--- config.mk ---
export PLATFORM = sky130hd
export DESIGN_NAME = bcd_timestamp_difference
export DESIGN_NICKNAME = d
export VERILOG_FILES = /design/src/sv/btd_pkg.sv /design/src/sv/bcd_timestamp_difference.sv /design/src/sv/btd_order.sv /design/src/sv/btd_decode.sv /design/src/sv/btd_days.sv /design/src/sv/btd_scale.sv
export VERILOG_INCLUDE_DIRS = /design/src /design/src/sv
export SDC_FILE = /design/constraint.sdc
export NUM_CORES = 1
export LEC_CHECK = 0
export BUFFER_PORTS_ARGS = -buffer_cell sky130_fd_sc_hd__buf_2
export CAP_MARGIN = 40
export CORE_MARGIN = 5
export CORE_UTILIZATION = 55
export DETAILED_ROUTE_END_ITERATION = 8
export GPL_TIMING_DRIVEN = 0
export PLACE_DENSITY = 0.72
export SLEW_MARGIN = 20
export SYNTH_ARGS = -nofsm -noshare
export SYNTH_HDL_FRONTEND = slang
export SYNTH_HIERARCHICAL = 1
export SYNTH_SLANG_ARGS = --single-unit
--- constraint.sdc ---
create_clock -name clk_i -period 10.1 [get_ports clk_i]
set_clock_uncertainty 0.1 [all_clocks]
set_input_delay 1.01 -clock clk_i [delete_from_list [all_inputs] [get_ports clk_i]]
set_output_delay 1.01 -clock clk_i [all_outputs]
set_load 0.05 [all_outputs]
--- src/sv/bcd_timestamp_difference_assert.svh ---
// Assertion macros for the BCD timestamp difference block.
// Expects clk_i and rst_ni in the scope of each use.
`ifndef BCD_TIMESTAMP_DIFFERENCE_ASSERT_SVH
`define BCD_TIMESTAMP_DIFFERENCE_ASSERT_SVH

// Same-cycle implication.
`define BTD_ASSERT_NOW(lbl, ante, cons, msg) \
  lbl: assert property (@(posedge clk_i) disable iff (!rst_ni) (ante) |-> (cons)) \
    else $error(msg);

// Next-cycle implication.
`define BTD_ASSERT_NEXT(lbl, ante, cons, msg) \
  lbl: assert property (@(posedge clk_i) disable iff (!rst_ni) (ante) |=> (cons)) \
    else $error(msg);

`endif

--- src/sv/btd_pkg.sv ---
// Shared types, constants and BCD/calendar helpers for the timestamp difference block.
// No dependencies.
package btd_pkg;

  localparam int unsigned StampW = 48;
  localparam int unsigned DiffW  = 32;

  localparam logic [DiffW-1:0] SecsPerDay  = 32'd86400;
  localparam logic [16:0]      DaysPerYear = 17'd365;
  localparam logic [19:0]      SecsPerHour = 20'd3600;
  localparam logic [19:0]      SecsPerMin  = 20'd60;
  localparam logic [7:0]       SkipYear    = 8'd100;

  localparam logic [8:0] DaysBefore [13] = '{
    9'd0, 9'd31, 9'd59, 9'd90, 9'd120, 9'd151, 9'd181,
    9'd212, 9'd243, 9'd273, 9'd304, 9'd334, 9'd365
  };

  typedef struct packed {
    logic              eq;
    logic              unit_days;
    logic [StampW-1:0] late;
    logic [StampW-1:0] early;
  } order_t;

  typedef struct packed {
    logic       eq;
    logic       unit_days;
    logic [7:0] yr_late;
    logic [7:0] yr_early;
    logic [6:0] leaps_late;
    logic [6:0] leaps_early;
    logic [9:0] doy_late;
    logic [9:0] doy_early;
    logic [19:0] sod_late;
    logic [19:0] sod_early;
  } decode_t;

  typedef struct packed {
    logic             eq;
    logic             unit_days;
    logic [DiffW-1:0] day_cnt;
    logic [DiffW-1:0] sod_diff;
  } days_t;

  function automatic logic [7:0] bcd_val(logic [7:0] b);
    return 8'(b[7:4]) * 8'd10 + 8'(b[3:0]);
  endfunction

  function automatic logic is_leap(logic [7:0] y);
    return (y[1:0] == 2'b00) && (y != SkipYear);
  endfunction

  // leap years in [0, n)
  function automatic logic [6:0] leap_count(logic [7:0] n);
    logic [8:0] t;
    t = {1'b0, n} + 9'd3;
    return t[8:2] - 7'(n > SkipYear);
  endfunction

  function automatic logic [9:0] day_of_year(logic [7:0] yr, logic [7:0] mo, logic [7:0] dy);
    logic [3:0] idx;
    logic [9:0] d;
    if (mo == 8'd0) begin
      idx = 4'd0;
    end else if (mo > 8'd13) begin
      idx = 4'd12;
    end else begin
      idx = 4'(mo - 8'd1);
    end
    d = 10'(DaysBefore[idx]) + 10'(dy);
    if (mo >= 8'd3) begin
      d = d + 10'(is_leap(yr));
    end
    return d;
  endfunction

  function automatic logic [19:0] sec_of_day(logic [7:0] h, logic [7:0] m, logic [7:0] s);
    return 20'(h) * SecsPerHour + 20'(m) * SecsPerMin + 20'(s);
  endfunction

endpackage

--- src/sv/bcd_timestamp_difference.sv ---
// Absolute difference between two packed-BCD calendar timestamps, in seconds or
// in whole days. A four-stage pipeline (order, BCD decode, day sum, scale) takes a
// new transaction every cycle while out_stall_i stays low; results pass through the
// order, decode, day-sum and scale registers. out_stall_i propagates back through
// the stage registers, so in_stall_o rises only when all four stages hold data.
// Depends on btd_pkg and the stage modules btd_order, btd_decode, btd_days, btd_scale.
`include "bcd_timestamp_difference_assert.svh"

module bcd_timestamp_difference import btd_pkg::*; (
  input  logic              clk_i,
  input  logic              rst_ni,
  input  logic              in_valid_i,
  output logic              in_stall_o,
  input  logic [StampW-1:0] stamp_a_i,
  input  logic [StampW-1:0] stamp_b_i,
  input  logic              unit_days_i,
  output logic              out_valid_o,
  input  logic              out_stall_i,
  output logic [DiffW-1:0]  difference_o
);

  logic    s1_valid, s2_valid, s3_valid;
  logic    s1_ready, s2_ready, s3_ready, s4_ready;
  order_t  s1_data;
  decode_t s2_data;
  days_t   s3_data;

  assign in_stall_o = !s1_ready;

  btd_order u_order (
    .clk_i       (clk_i),
    .rst_ni      (rst_ni),
    .valid_i     (in_valid_i),
    .ready_o     (s1_ready),
    .stamp_a_i   (stamp_a_i),
    .stamp_b_i   (stamp_b_i),
    .unit_days_i (unit_days_i),
    .valid_o     (s1_valid),
    .ready_i     (s2_ready),
    .data_o      (s1_data)
  );

  btd_decode u_decode (
    .clk_i   (clk_i),
    .rst_ni  (rst_ni),
    .valid_i (s1_valid),
    .ready_o (s2_ready),
    .data_i  (s1_data),
    .valid_o (s2_valid),
    .ready_i (s3_ready),
    .data_o  (s2_data)
  );

  btd_days u_days (
    .clk_i   (clk_i),
    .rst_ni  (rst_ni),
    .valid_i (s2_valid),
    .ready_o (s3_ready),
    .data_i  (s2_data),
    .valid_o (s3_valid),
    .ready_i (s4_ready),
    .data_o  (s3_data)
  );

  btd_scale u_scale (
    .clk_i   (clk_i),
    .rst_ni  (rst_ni),
    .valid_i (s3_valid),
    .ready_o (s4_ready),
    .data_i  (s3_data),
    .valid_o (out_valid_o),
    .ready_i (!out_stall_i),
    .diff_o  (difference_o)
  );

  `BTD_ASSERT_NOW(a_stall_full, in_stall_o, s1_valid && s2_valid && s3_valid && out_valid_o && out_stall_i, "input stalled while the pipeline has room")
  `BTD_ASSERT_NEXT(a_accept_lands, in_valid_i && !in_stall_o, s1_valid, "accepted transaction missing from first stage")
  `BTD_ASSERT_NEXT(a_equal_zero, s3_valid && s4_ready && s3_data.eq, out_valid_o && (difference_o == '0), "equal stamps did not give zero")

endmodule

--- src/sv/btd_order.sv ---
// Stage 1: compare the two stamps, flag equality and order them late/early.
// Depends on btd_pkg.
module btd_order import btd_pkg::*; (
  input  logic              clk_i,
  input  logic              rst_ni,
  input  logic              valid_i,
  output logic              ready_o,
  input  logic [StampW-1:0] stamp_a_i,
  input  logic [StampW-1:0] stamp_b_i,
  input  logic              unit_days_i,
  output logic              valid_o,
  input  logic              ready_i,
  output order_t            data_o
);

  logic   valid_q;
  order_t data_q, data_d;
  logic   a_gt, keys_eq;

  assign ready_o = !valid_q || ready_i;

  always_comb begin
    if (unit_days_i) begin
      keys_eq = stamp_a_i[47:24] == stamp_b_i[47:24];
      a_gt    = stamp_a_i[47:24] >  stamp_b_i[47:24];
    end else begin
      keys_eq = stamp_a_i == stamp_b_i;
      a_gt    = stamp_a_i >  stamp_b_i;
    end
    data_d.eq        = keys_eq;
    data_d.unit_days = unit_days_i;
    data_d.late      = a_gt ? stamp_a_i : stamp_b_i;
    data_d.early     = a_gt ? stamp_b_i : stamp_a_i;
  end

  always_ff @(posedge clk_i or negedge rst_ni) begin
    if (!rst_ni) begin
      valid_q <= 1'b0;
    end else if (ready_o) begin
      valid_q <= valid_i;
    end
  end

  always_ff @(posedge clk_i) begin
    if (ready_o && valid_i) begin
      data_q <= data_d;
    end
  end

  assign valid_o = valid_q;
  assign data_o  = data_q;

endmodule

--- src/sv/btd_decode.sv ---
// Stage 2: convert BCD fields, compute day of year, leap counts and second of day.
// Depends on btd_pkg.
module btd_decode import btd_pkg::*; (
  input  logic    clk_i,
  input  logic    rst_ni,
  input  logic    valid_i,
  output logic    ready_o,
  input  order_t  data_i,
  output logic    valid_o,
  input  logic    ready_i,
  output decode_t data_o
);

  logic    valid_q;
  decode_t data_q, data_d;
  logic [7:0] yl, ye;

  assign ready_o = !valid_q || ready_i;

  always_comb begin
    yl = bcd_val(data_i.late[47:40]);
    ye = bcd_val(data_i.early[47:40]);
    data_d.eq          = data_i.eq;
    data_d.unit_days   = data_i.unit_days;
    data_d.yr_late     = yl;
    data_d.yr_early    = ye;
    data_d.leaps_late  = leap_count(yl);
    data_d.leaps_early = leap_count(ye);
    data_d.doy_late    = day_of_year(yl, bcd_val(data_i.late[39:32]),
                                     bcd_val(data_i.late[31:24]));
    data_d.doy_early   = day_of_year(ye, bcd_val(data_i.early[39:32]),
                                     bcd_val(data_i.early[31:24]));
    data_d.sod_late    = sec_of_day(bcd_val(data_i.late[23:16]),
                                    bcd_val(data_i.late[15:8]),
                                    bcd_val(data_i.late[7:0]));
    data_d.sod_early   = sec_of_day(bcd_val(data_i.early[23:16]),
                                    bcd_val(data_i.early[15:8]),
                                    bcd_val(data_i.early[7:0]));
  end

  always_ff @(posedge clk_i or negedge rst_ni) begin
    if (!rst_ni) begin
      valid_q <= 1'b0;
    end else if (ready_o) begin
      valid_q <= valid_i;
    end
  end

  always_ff @(posedge clk_i) begin
    if (ready_o && valid_i) begin
      data_q <= data_d;
    end
  end

  assign valid_o = valid_q;
  assign data_o  = data_q;

endmodule

--- src/sv/btd_days.sv ---
// Stage 3: sum whole years, leap days and day-of-year offsets; subtract seconds of day.
// Depends on btd_pkg.
module btd_days import btd_pkg::*; (
  input  logic    clk_i,
  input  logic    rst_ni,
  input  logic    valid_i,
  output logic    ready_o,
  input  decode_t data_i,
  output logic    valid_o,
  input  logic    ready_i,
  output days_t   data_o
);

  logic        valid_q;
  days_t       data_q, data_d;
  logic [7:0]  ydiff;
  logic [16:0] yr_days;
  logic [DiffW-1:0] yr_part;

  assign ready_o = !valid_q || ready_i;

  always_comb begin
    ydiff   = data_i.yr_late - data_i.yr_early;
    yr_days = 17'(ydiff) * DaysPerYear;
    if (data_i.yr_late > data_i.yr_early) begin
      yr_part = DiffW'(yr_days) + DiffW'(data_i.leaps_late) - DiffW'(data_i.leaps_early);
    end else begin
      yr_part = '0;
    end
    data_d.eq        = data_i.eq;
    data_d.unit_days = data_i.unit_days;
    data_d.day_cnt   = yr_part + DiffW'(data_i.doy_late) - DiffW'(data_i.doy_early);
    data_d.sod_diff  = DiffW'(data_i.sod_late) - DiffW'(data_i.sod_early);
  end

  always_ff @(posedge clk_i or negedge rst_ni) begin
    if (!rst_ni) begin
      valid_q <= 1'b0;
    end else if (ready_o) begin
      valid_q <= valid_i;
    end
  end

  always_ff @(posedge clk_i) begin
    if (ready_o && valid_i) begin
      data_q <= data_d;
    end
  end

  assign valid_o = valid_q;
  assign data_o  = data_q;

endmodule

--- src/sv/btd_scale.sv ---
// Stage 4: scale days to seconds, select the unit and hold the result register.
// Depends on btd_pkg.
module btd_scale import btd_pkg::*; (
  input  logic             clk_i,
  input  logic             rst_ni,
  input  logic             valid_i,
  output logic             ready_o,
  input  days_t            data_i,
  output logic             valid_o,
  input  logic             ready_i,
  output logic [DiffW-1:0] diff_o
);

  logic             valid_q;
  logic [DiffW-1:0] diff_q, diff_d, secs;

  assign ready_o = !valid_q || ready_i;

  always_comb begin
    secs = data_i.day_cnt * SecsPerDay + data_i.sod_diff;
    if (data_i.eq) begin
      diff_d = '0;
    end else if (data_i.unit_days) begin
      diff_d = data_i.day_cnt;
    end else begin
      diff_d = secs;
    end
  end

  always_ff @(posedge clk_i or negedge rst_ni) begin
    if (!rst_ni) begin
      valid_q <= 1'b0;
    end else if (ready_o) begin
      valid_q <= valid_i;
    end
  end

  always_ff @(posedge clk_i) begin
    if (ready_o && valid_i) begin
      diff_q <= diff_d;
    end
  end

  assign valid_o = valid_q;
  assign diff_o  = diff_q;

endmodule

==> results.ini <==
[clock_network]
numCtsBuffers=31
h-tree-depth=1
cts_resized=0
cts_tree=built
postCtsSetupBuffers=0
clock_latency_ns=0.59
cts_sinks=281
path_clk_slew_ns=0.07
holdBufCountCts=0
cts_root_buf=clkbuf_16
clockBufferDepth=3

[place]
dp_hpwl_um=55600
postPlaceCellArea_mm2=0.0331
place_congestion=0.932
io_buffers=134
pre_cts_ws_ns=2.03

[synthesis]
synth_top_family_by_area=adder cells
synthMuxAreaShare_pct=4.46
synthTopCellsByArea=edfxtp_1, ha_1, fa_1
yosysTopAreaCellShare_pct=26.5
synth-compound-area-share_pct=13.4
synth_common_cells=ha_1, inv_1, edfxtp_1
synthArstFlopShare_pct=1.42
synth_xor_area_share_pct=6.95
synth_fa_ha_area_share_pct=31.6
synthesis.nets=3904
synth.distinct_cells=110
yosysWarnings=6
synth_flop_cell=edfxtp_1
syn_area_per_cell_um2=10.1
yosysSeqAreaShare_pct=26.8
synthesis.area_mm2=0.0314
yosysMostFrequentCell=ha_1
synthSimpleGateAreaFrac_pct=10.3
yosysTopAreaCell=edfxtp_1
netlist_instances=3112
synth_enable_flop_cells=277
ys_ff_latch=281

[global_routing]
antenna_found_initial=0
grt-ovfl-total=0
track_usage_pct=21.3
grt_max_degree=62
grt_pass1_vias=23000
grt_pass1_wl_um=112000

[finish]
post-route-util_pct=60.4
multi_input_area_mm2=0.0209
layout-drive-gt1-share_pct=10.2
nFillCells=4637
syn_to_final_growth_pct=8.81
fin_nets=4074
insertedDiodeCount=0
regArea_mm2=0.00842
stdcell_area_mm2=0.0341

[sta]
period_minus_slack_ns=8.11
finalMaxSlewViolations=0
max_clock_freq_mhz=123
maxSlewHeadroom_pct=45.5
fin_tns_setup_ns=0
setup_viol=0
rsz0062_at_grt=no
report.final.hold_viol_count=0
postLayoutSetupSlackWorst_ns=1.99
min_period_over_period_pct=80.3
tightestPinTransition_ns=0.817

[worst_setup_path]
cp-start-kind=flip-flop
r2r_cells=28
endpoint_kind=flip-flop
path_class=flip-flop to flip-flop
worstPathArrival_ns=8.33
crit_path_max_fanout=8
rr_startpoint=u_decode/data_o[82]
cp.required_ns=10.31
rrSetupSlack_ns=1.99
r2r-end=u_days/data_o[50]
cpPeakStageDelay_ns=0.68
startpoint=u_decode/data_o[82]
worst_path_max_delay_cell=a22oi_1

[route]
routedLengthMet1_um=30500
wl_met3_um=2390
drc=0
antenna_left=0
via_per_inst=5.55
first_pass_iters=5
wl_per_cell_um=16.4
wl_um=66800
vias=22500
route.met2.wl_um=32500
drt_iter0_drc=1073
top_layer_used=met4

[floorplan]
core-area_mm2=0.0565
rows=87
dieWidth_um=249
dieArea_mm2=0.0619
ios=135
die_height_um=249
start_util_pct=55.5

[run_status]
status=finished, final reports clean

[worst_hold_path]
hp-class=input pin to async pin

[flow_run]
drv_cap=0

[through the flow]
| stage | hold slack, ns | std cells |
|---|---|---|
| 2_1_floorplan | 0.300 | 3112 |
| 3_3_place_gp | 0.309 | 4002 |
| 3_5_place_dp | 0.313 | 4005 |
| 4_1_cts | 0.0800 | 4063 |
| 5_1_grt | 0.102 | 4063 |
| 6_report | 0.115 | 4063 |
[sequential cells by signal, indices dropped and copies added (netlist names)]
register          flops
u_order/data_o       98
u_decode/data_o      92
u_days/data_o        55
u_scale/diff_o       32
u_days/valid_o        1
u_decode/valid_o      1
u_order/valid_o       1
u_scale/valid_o       1
[cells by family after synthesis]
| kind of cell | Yosys count |
|---|---|
| AO/OA/AOI/OAI | 617 |
| XOR/XNOR | 246 |
| adder cells (fa/ha/maj) | 691 |
| buffers and inverters | 515 |
| flip-flops | 281 |
| multiplexers | 125 |
| AND/OR/NAND/NOR | 637 |
[routing by layer]
layer | vias to the layer above | track usage (%)
li1 | 11300 | -
met1 | 10700 | 29.2
met2 | 435 | 36.9
met3 | 68 | 1.87
met4 | 0 | 4.71
met5 | - | 0
[worst max-delay path by stage]
stage	to	slack, ns	depth (start not counted)
6_report	u_days/data_o[50]	1.99	28
5_1_grt	u_days/data_o[61]	1.55	28
4_1_cts	u_days/data_o[50]	2.01	28
3_5_place_dp	u_days/data_o[50]	2.03	28
3_3_place_gp	u_days/data_o[50]	2.13	28
2_1_floorplan	u_days/data_o[50]	2.91	28
[layout by cell type (no fill, tap or decap), types with 19 or more instances in the layout]
cell	instances
o21a_1	44
a211oi_1	19
inv_1	467
nor2b_1	42
nand2_1	139
o21ai_0	80
edfxtp_1	277
a21o_1	77
nor2_1	176
a21oi_1	195
nand2b_1	33
o21bai_1	22
nand3_1	42
buf_2	141
xnor2_1	160
ha_1	523
fa_1	168
mux2_1	38
clkbuf_16	31
nand4_1	31
xor2_1	84
mux2_2	62
nor3_1	47
mux2i_1	22
[cell type report]
cell class	count	area share (%)
inverters	468	5.15
flip-flops and latches	281	24.7
clock inverters	24	0.784
multi-input cells	2316	61.3
repair buffers	137	2.21
well taps	756	2.77
plain buffers	47	0.861
clock buffers	34	2.31
[critical path: cells and delay by family (launching register included)]
kind	cells	cell delay, ns
compound gates	8	2.38
xor+xnor	2	0.35
fa+ha+maj	10	4.09
buf+inv	5	0.24
flops	1	0.35
simple gates	3	0.33
Power is left out: the tool's default activity adds up to more than one toggle a clock period on the data nets, which glitch-free logic cannot reach.
